## config.mk

```make
export PLATFORM = sky130hd
export DESIGN_NAME = greedy_least_loaded_assigner
export DESIGN_NICKNAME = d
export VERILOG_FILES = /design/src/design/glla_pkg.sv /design/src/design/glla_cell.sv /design/src/design/greedy_least_loaded_assigner.sv
export SDC_FILE = /design/constraint.sdc
export NUM_CORES = 2
export LEC_CHECK = 0
export ABC_AREA = 1
export BUFFER_PORTS_ARGS = -buffer_cell sky130_fd_sc_hd__clkbuf_2
export CORE_ASPECT_RATIO = 0.6
export CORE_MARGIN = 2
export CORE_UTILIZATION = 30
export DETAILED_ROUTE_END_ITERATION = 16
export PLACE_DENSITY_LB_ADDON = 0.1
export SYNTH_ARGS = -nofsm -noshare
export SYNTH_HDL_FRONTEND = slang
export SYNTH_SLANG_ARGS = --single-unit
```

## constraint.sdc

```tcl
create_clock -name clk -period 18.5 [get_ports clk]
set_input_delay 5.55 -clock clk [delete_from_list [all_inputs] [get_ports clk]]
set_output_delay 5.55 -clock clk [all_outputs]
set_load 0.05 [all_outputs]
```

## src/design/glla_pkg.sv

```systemverilog
// Package with the shared constants and types of the least-loaded assigner.
`timescale 1ns / 1ps

package glla_pkg;

  localparam int MAX_VEHICLES = 16;
  localparam int IDX_W        = $clog2(MAX_VEHICLES);
  localparam int COUNT_W      = 5;
  localparam int CMP_W        = (IDX_W > COUNT_W) ? IDX_W : COUNT_W;
  localparam int LOAD_W       = 32;
  localparam int COST_W       = 24;
  localparam int TAG_W        = 32;
  localparam int VIDX_W       = 4;
  localparam int S_DATA_W     = 88;
  localparam int M_DATA_W     = 128;

  typedef struct packed {
    logic              valid;
    logic [LOAD_W-1:0] min_load;
    logic [IDX_W-1:0]  min_idx;
    logic [LOAD_W-1:0] max_load;
  } scan_tok_t;

  typedef struct packed {
    logic              clear;
    logic              en;
    logic [IDX_W-1:0]  idx;
    logic [LOAD_W-1:0] value;
  } load_upd_t;

endpackage

```

## src/design/glla_cell.sv

```systemverilog
// One vehicle cell: holds a load and folds it into the passing scan token.
`timescale 1ns / 1ps

module glla_cell (
  input  logic                          clk,
  input  logic                          rst,
  input  logic [glla_pkg::IDX_W-1:0]    cell_idx,
  input  logic [glla_pkg::COUNT_W-1:0]  count,
  input  glla_pkg::load_upd_t           upd,
  input  glla_pkg::scan_tok_t           tok_in,
  output glla_pkg::scan_tok_t           tok_out
);

  logic [glla_pkg::LOAD_W-1:0] load;
  logic                        active;
  glla_pkg::scan_tok_t         tok_next;

  assign active = (cell_idx == '0) ||
                  (glla_pkg::CMP_W'(cell_idx) < glla_pkg::CMP_W'(count));

  always_comb begin
    tok_next = tok_in;
    if (tok_in.valid && active) begin
      if (load < tok_in.min_load) begin
        tok_next.min_load = load;
        tok_next.min_idx  = cell_idx;
      end
      if (load > tok_in.max_load) begin
        tok_next.max_load = load;
      end
    end
  end

  always_ff @(posedge clk) begin
    if (rst) begin
      load    <= '0;
      tok_out <= '0;
    end else begin
      if (upd.clear) begin
        load <= '0;
      end else if (upd.en && (upd.idx == cell_idx)) begin
        load <= upd.value;
      end
      tok_out <= tok_next;
    end
  end

endmodule

```

## src/design/greedy_least_loaded_assigner.sv

```systemverilog
// Top level of the greedy least-loaded mission assigner.
`timescale 1ns / 1ps

// Each mission beat goes to the least-loaded vehicle among the first vehicle_count vehicles
// (at least one; lowest index on ties), and its cost is added to that load, saturating at all
// ones. The loads live in a row of MAX_VEHICLES cells; a scan token walks the row one cell per
// cycle, collecting the smallest and largest load. One mission is handled at a time, and the
// next is accepted only once the walk along the row is done and the result has been registered.
// The input side accepts the next mission while a result still waits in the output register.
// A tuser of 1 clears all loads first; on a tlast mission the result carries the makespan.
module greedy_least_loaded_assigner (
  input  logic                            clk,
  input  logic                            rst,
  input  logic                            cfg_valid,
  output logic                            cfg_ready,
  input  logic [glla_pkg::COUNT_W-1:0]    cfg_data,   // vehicle_count
  input  logic                            s_tvalid,
  output logic                            s_tready,
  input  logic [glla_pkg::S_DATA_W-1:0]   s_tdata,    // mission_cost, start_tag, end_tag
  input  logic                            s_tuser,    // first_of_problem
  input  logic                            s_tlast,    // last_of_problem
  output logic                            m_tvalid,
  input  logic                            m_tready,
  output logic [glla_pkg::M_DATA_W-1:0]   m_tdata,    // vehicle_index, cost_out, start_out,
                                                      // end_out, makespan, zero fill
  output logic                            m_tlast     // is_last
);

  typedef enum logic [1:0] {
    IDLE,
    SCAN,
    FINISH
  } state_t;

  state_t                        state;
  logic [glla_pkg::COUNT_W-1:0]  count;
  logic                          launch;
  logic [glla_pkg::COST_W-1:0]   cost;
  logic [glla_pkg::TAG_W-1:0]    start_tag;
  logic [glla_pkg::TAG_W-1:0]    end_tag;
  logic                          last;
  logic [glla_pkg::IDX_W-1:0]    best_idx;
  logic [glla_pkg::LOAD_W-1:0]   new_load;
  logic [glla_pkg::LOAD_W-1:0]   max_load;
  logic [glla_pkg::LOAD_W:0]     sum;
  logic [glla_pkg::LOAD_W-1:0]   sat_sum;
  logic [glla_pkg::LOAD_W-1:0]   span;
  logic                          s_accept;
  logic                          out_free;
  glla_pkg::load_upd_t           upd;
  glla_pkg::scan_tok_t           tok [glla_pkg::MAX_VEHICLES+1];
  glla_pkg::scan_tok_t           tok_end;

  assign cfg_ready = 1'b1;
  assign s_tready  = (state == IDLE);
  assign s_accept  = s_tvalid && s_tready;
  assign out_free  = !m_tvalid || m_tready;

  assign tok[0] = '{valid: launch, min_load: '1, min_idx: '0, max_load: '0};
  assign tok_end = tok[glla_pkg::MAX_VEHICLES];

  assign sum     = {1'b0, tok_end.min_load} + (glla_pkg::LOAD_W+1)'(cost);
  assign sat_sum = sum[glla_pkg::LOAD_W] ? '1 : sum[glla_pkg::LOAD_W-1:0];
  assign span    = (new_load > max_load) ? new_load : max_load;

  always_comb begin
    upd.clear = s_accept && s_tuser;
    upd.en    = (state == FINISH) && out_free;
    upd.idx   = best_idx;
    upd.value = new_load;
  end

  for (genvar i = 0; i < glla_pkg::MAX_VEHICLES; i++) begin : g_cell
    glla_cell u_cell (
      .clk      (clk),
      .rst      (rst),
      .cell_idx (glla_pkg::IDX_W'(i)),
      .count    (count),
      .upd      (upd),
      .tok_in   (tok[i]),
      .tok_out  (tok[i+1])
    );
  end

  always_ff @(posedge clk) begin
    if (rst) begin
      state    <= IDLE;
      count    <= glla_pkg::COUNT_W'(1);
      launch   <= 1'b0;
      m_tvalid <= 1'b0;
    end else begin
      launch <= s_accept;
      if (cfg_valid && cfg_ready) begin
        count <= cfg_data;
      end
      if (m_tvalid && m_tready && (state != FINISH)) begin
        m_tvalid <= 1'b0;
      end
      case (state)
        IDLE: begin
          if (s_accept) begin
            cost      <= s_tdata[23:0];
            start_tag <= s_tdata[55:24];
            end_tag   <= s_tdata[87:56];
            last      <= s_tlast;
            state     <= SCAN;
          end
        end
        SCAN: begin
          if (tok_end.valid) begin
            best_idx <= tok_end.min_idx;
            new_load <= sat_sum;
            max_load <= tok_end.max_load;
            state    <= FINISH;
          end
        end
        FINISH: begin
          if (out_free) begin
            m_tvalid         <= 1'b1;
            m_tlast          <= last;
            m_tdata[3:0]     <= glla_pkg::VIDX_W'(best_idx);
            m_tdata[27:4]    <= cost;
            m_tdata[59:28]   <= start_tag;
            m_tdata[91:60]   <= end_tag;
            m_tdata[123:92]  <= last ? span : '0;
            m_tdata[127:124] <= '0;
            state            <= IDLE;
          end
        end
        default: begin
          state <= IDLE;
        end
      endcase
    end
  end

endmodule

```

==> results_dict.tcl <==
set metrics [dict create \
    status "complete, no violations" \
    synth_top_family_by_area "simple AND/OR/NAND/NOR gates" \
    grt_pass1_vias 78650 \
    hold_path.class "flip-flop to flip-flop" \
    worstPathRequired_ns 19.19 \
    fin_setup_tns_ns 0 \
    cts_resized 0 \
    yosys.area_share.simple_pct 22.3 \
    route.detailed.drc 0 \
    fp.coreArea_um2 326000 \
    worst-path-buf-inv 5 \
    clk_latency_ns 0.89 \
    synth_xor_area_share_pct 0.116 \
    arrival_ns 10.13 \
    power_leakage_nw 44.1 \
    post-cts-setup-buffers 0 \
    synth_fa_ha_area_share_pct 12.8 \
    synth_cell_types 45 \
    pre_cts_ws_ns 8.10 \
    yosys_warnings 0 \
    finalSetupViolCount 0 \
    ioPinCount 232 \
    path_clk_slew_ns 0.06 \
    postSynthAreaPerCell_um2 7.51 \
    ant_nets 0 \
    grt_pass1_wl_mm 480 \
    power_density_nw_per_um2 81.2 \
    cts_tree "built" \
    die-height_um 447 \
    cpLargestDelayFamily "buffers and inverters" \
    crit_path_frequent_cell "buf_4" \
    dr_total_vias 83474 \
    synthFlopType "dfxtp_1" \
    port_buffers 226 \
    hold_violations 0 \
    drtPass1Iterations 6 \
    crit_type "primary input to flip-flop" \
    synth-seq-cells 1892 \
    synth_enable_flop_cells 282 \
    grt.overflow.total 0 \
    synthMuxAreaShare_pct 0 \
    rsz0062_at_grt "no" \
    start_util_pct 30.2 \
    ys_async_sr_fraction_pct 0 \
    gp_congestion 0.894 \
    core.rowCount 162 \
    hpwl_mm 235 \
    drtIter0Drc 6611 \
    ir_drop_mv 0.0739 \
    cap_violations 0 \
    multi_input_area_um2 47700 \
    tightest_slew_ns 1.18 \
    end_kind "flip-flop" \
    relSlewSlack_pct 21.2 \
    synth-compound-area-share_pct 13.0 \
    cts_hold_buf 0 \
    grt_antenna_before_repair 7 \
    wl_per_cell_um 18.0 \
    numCtsBuffers 210 \
    clock_path_buffers 4 \
    regArea_um2 40700 \
    routed_wl_mm 314 \
    cpPeakStageDelay_ns 0.84 \
    vias_per_cell 4.79 \
    crit_chain "buf_4, inv_8, nand2_4, buf_12, buf_4, buf_4, a211oi_1" \
    die_area_um2 333000 \
    min_period_ns 9.44 \
    final_cell_mix "nand2_1, nor2_1, inv_1" \
    crit_fanout 123 \
    cts_root_buffer "clkbuf_16" \
    mappedNetlistArea_um2 98300 \
    grt_usage_pct 18.4 \
    finalMaxSlewViolations 0 \
    yosysSeqAreaShare_pct 41.4 \
    die_w_um 743 \
    timing.final.ws_setup_ns 9.06 \
    fmax_mhz 106 \
    start_kind "primary input" \
    grt_max_degree 193 \
    syn2layout_area_growth_pct 11.7 \
    layout-drive-gt1-share_pct 5.82 \
    clock_sinks 1892 \
    cts-htree-levels 4 \
    final_common_cell "nand2_1" \
    fin_nets 14021 \
    final.period_utilization_pct 51.0 \
    crit_path_top_delay_cell "buf_4" \
    skew_ns 0.0568 \
    synthCells 13097 \
    num-fill-cells 34234 \
]
[final cells by class]
class / instances / area share, %
Sequential cell: 1892 / 37.1
Timing Repair Buffer: 335 / 1.81
Antenna cell: 1 / 0.00228
Clock buffer: 305 / 5.57
Multi-Input combinational cell: 8604 / 43.4
Inverter: 1876 / 6.42
Clock inverter: 70 / 0.760
Tap cell: 4346 / 4.95
[report_power, final]
part / switching (mW) / internal [mW] / total [mW]
clock: 1.79 / 2.54 / 4.33
sequential: 0.0186 / 4.20 / 4.22
combinational: 0.284 / 0.0891 / 0.373
[final timing paths]
path                                endpoint   startpoint  depth (start not counted)  slack, ns
setup / recovery  g_cell[14].u_cell.load[31]          rst                          7       9.06
hold / removal                   m_tdata[84]  end_tag[24]                          0       0.39
setup reg to reg  g_cell[14].u_cell.load[31]     state[0]                          7      14.27
hold reg to reg                  m_tdata[84]  end_tag[24]                          0       0.39
[registers in the layout, summed over array words and instances (netlist names)]
register,flops
g_cell.u_cell.load,512
m_tvalid,1
m_tdata,124
cost,24
state,2
start_tag,32
max_load,32
best_idx,4
launch,1
new_load,32
last,1
g_cell.u_cell.tok_out,1089
m_tlast,1
end_tag,32
count,5
[routing by layer]
metal / vias up / GRT usage, % / part of all wire [%]
met5: - / 0 / 0
met4: 0 / 3.28 / 1.6
met3: 302 / 2.45 / 5.3
met2: 1856 / 23.1 / 35
met1: 39021 / 31.9 / 58
li1: 42295 / - / -
[per-stage QoR]
stage / hold slack (ns) / cells / cell area [um2] / power, mW / utilization (%)
after CTS: 0.385 / 17428 / 110000 / 9.08 / 33.7
after floorplan: 0.386 / 13100 / 98400 / 4.55 / -
after global placement: 0.387 / 17053 / 103000 / 4.67 / 31.6
after detailed placement: 0.389 / 17053 / 103000 / 4.68 / 31.6
after global routing: 0.399 / 17428 / 110000 / 9.27 / 33.7
final: 0.390 / 17429 / 110000 / 8.92 / 33.7
[cells by family after synthesis]
kind of cell / count (synthesis)
compound gates: 2236
fa+ha+maj: 1002
other cells: 2
buf+inv: 2604
simple gates: 5348
xor+xnor: 13
flops: 1892
[synthesized netlist by cell type (all sizes together) (2+ instances only)]
library cell  instances  area (um2)
nand4                63         394
a21boi                6        45.0
nor3                 37         190
nand3              1121        5640
clkbuf              335        1260
nor2               1939        7420
o21a                 32         240
a31oi                 2        12.5
dfxtp              1610       32200
xnor2                 3        26.3
a21oi              1531        7710
or2                   4        25.0
edfxtp              282        8470
inv                1844        6920
xor2                 10        87.6
nor4                 11        68.8
nand2              2165        8140
buf                 393        2010
ha                 1001       12500
nor3b                 4        30.0
a211oi              513        3890
clkinv               32         120
o21ai               120         601
o21bai                4        30.0
a21o                 26         195
conb                  2        7.51
(Power assumes the default switching activity.)
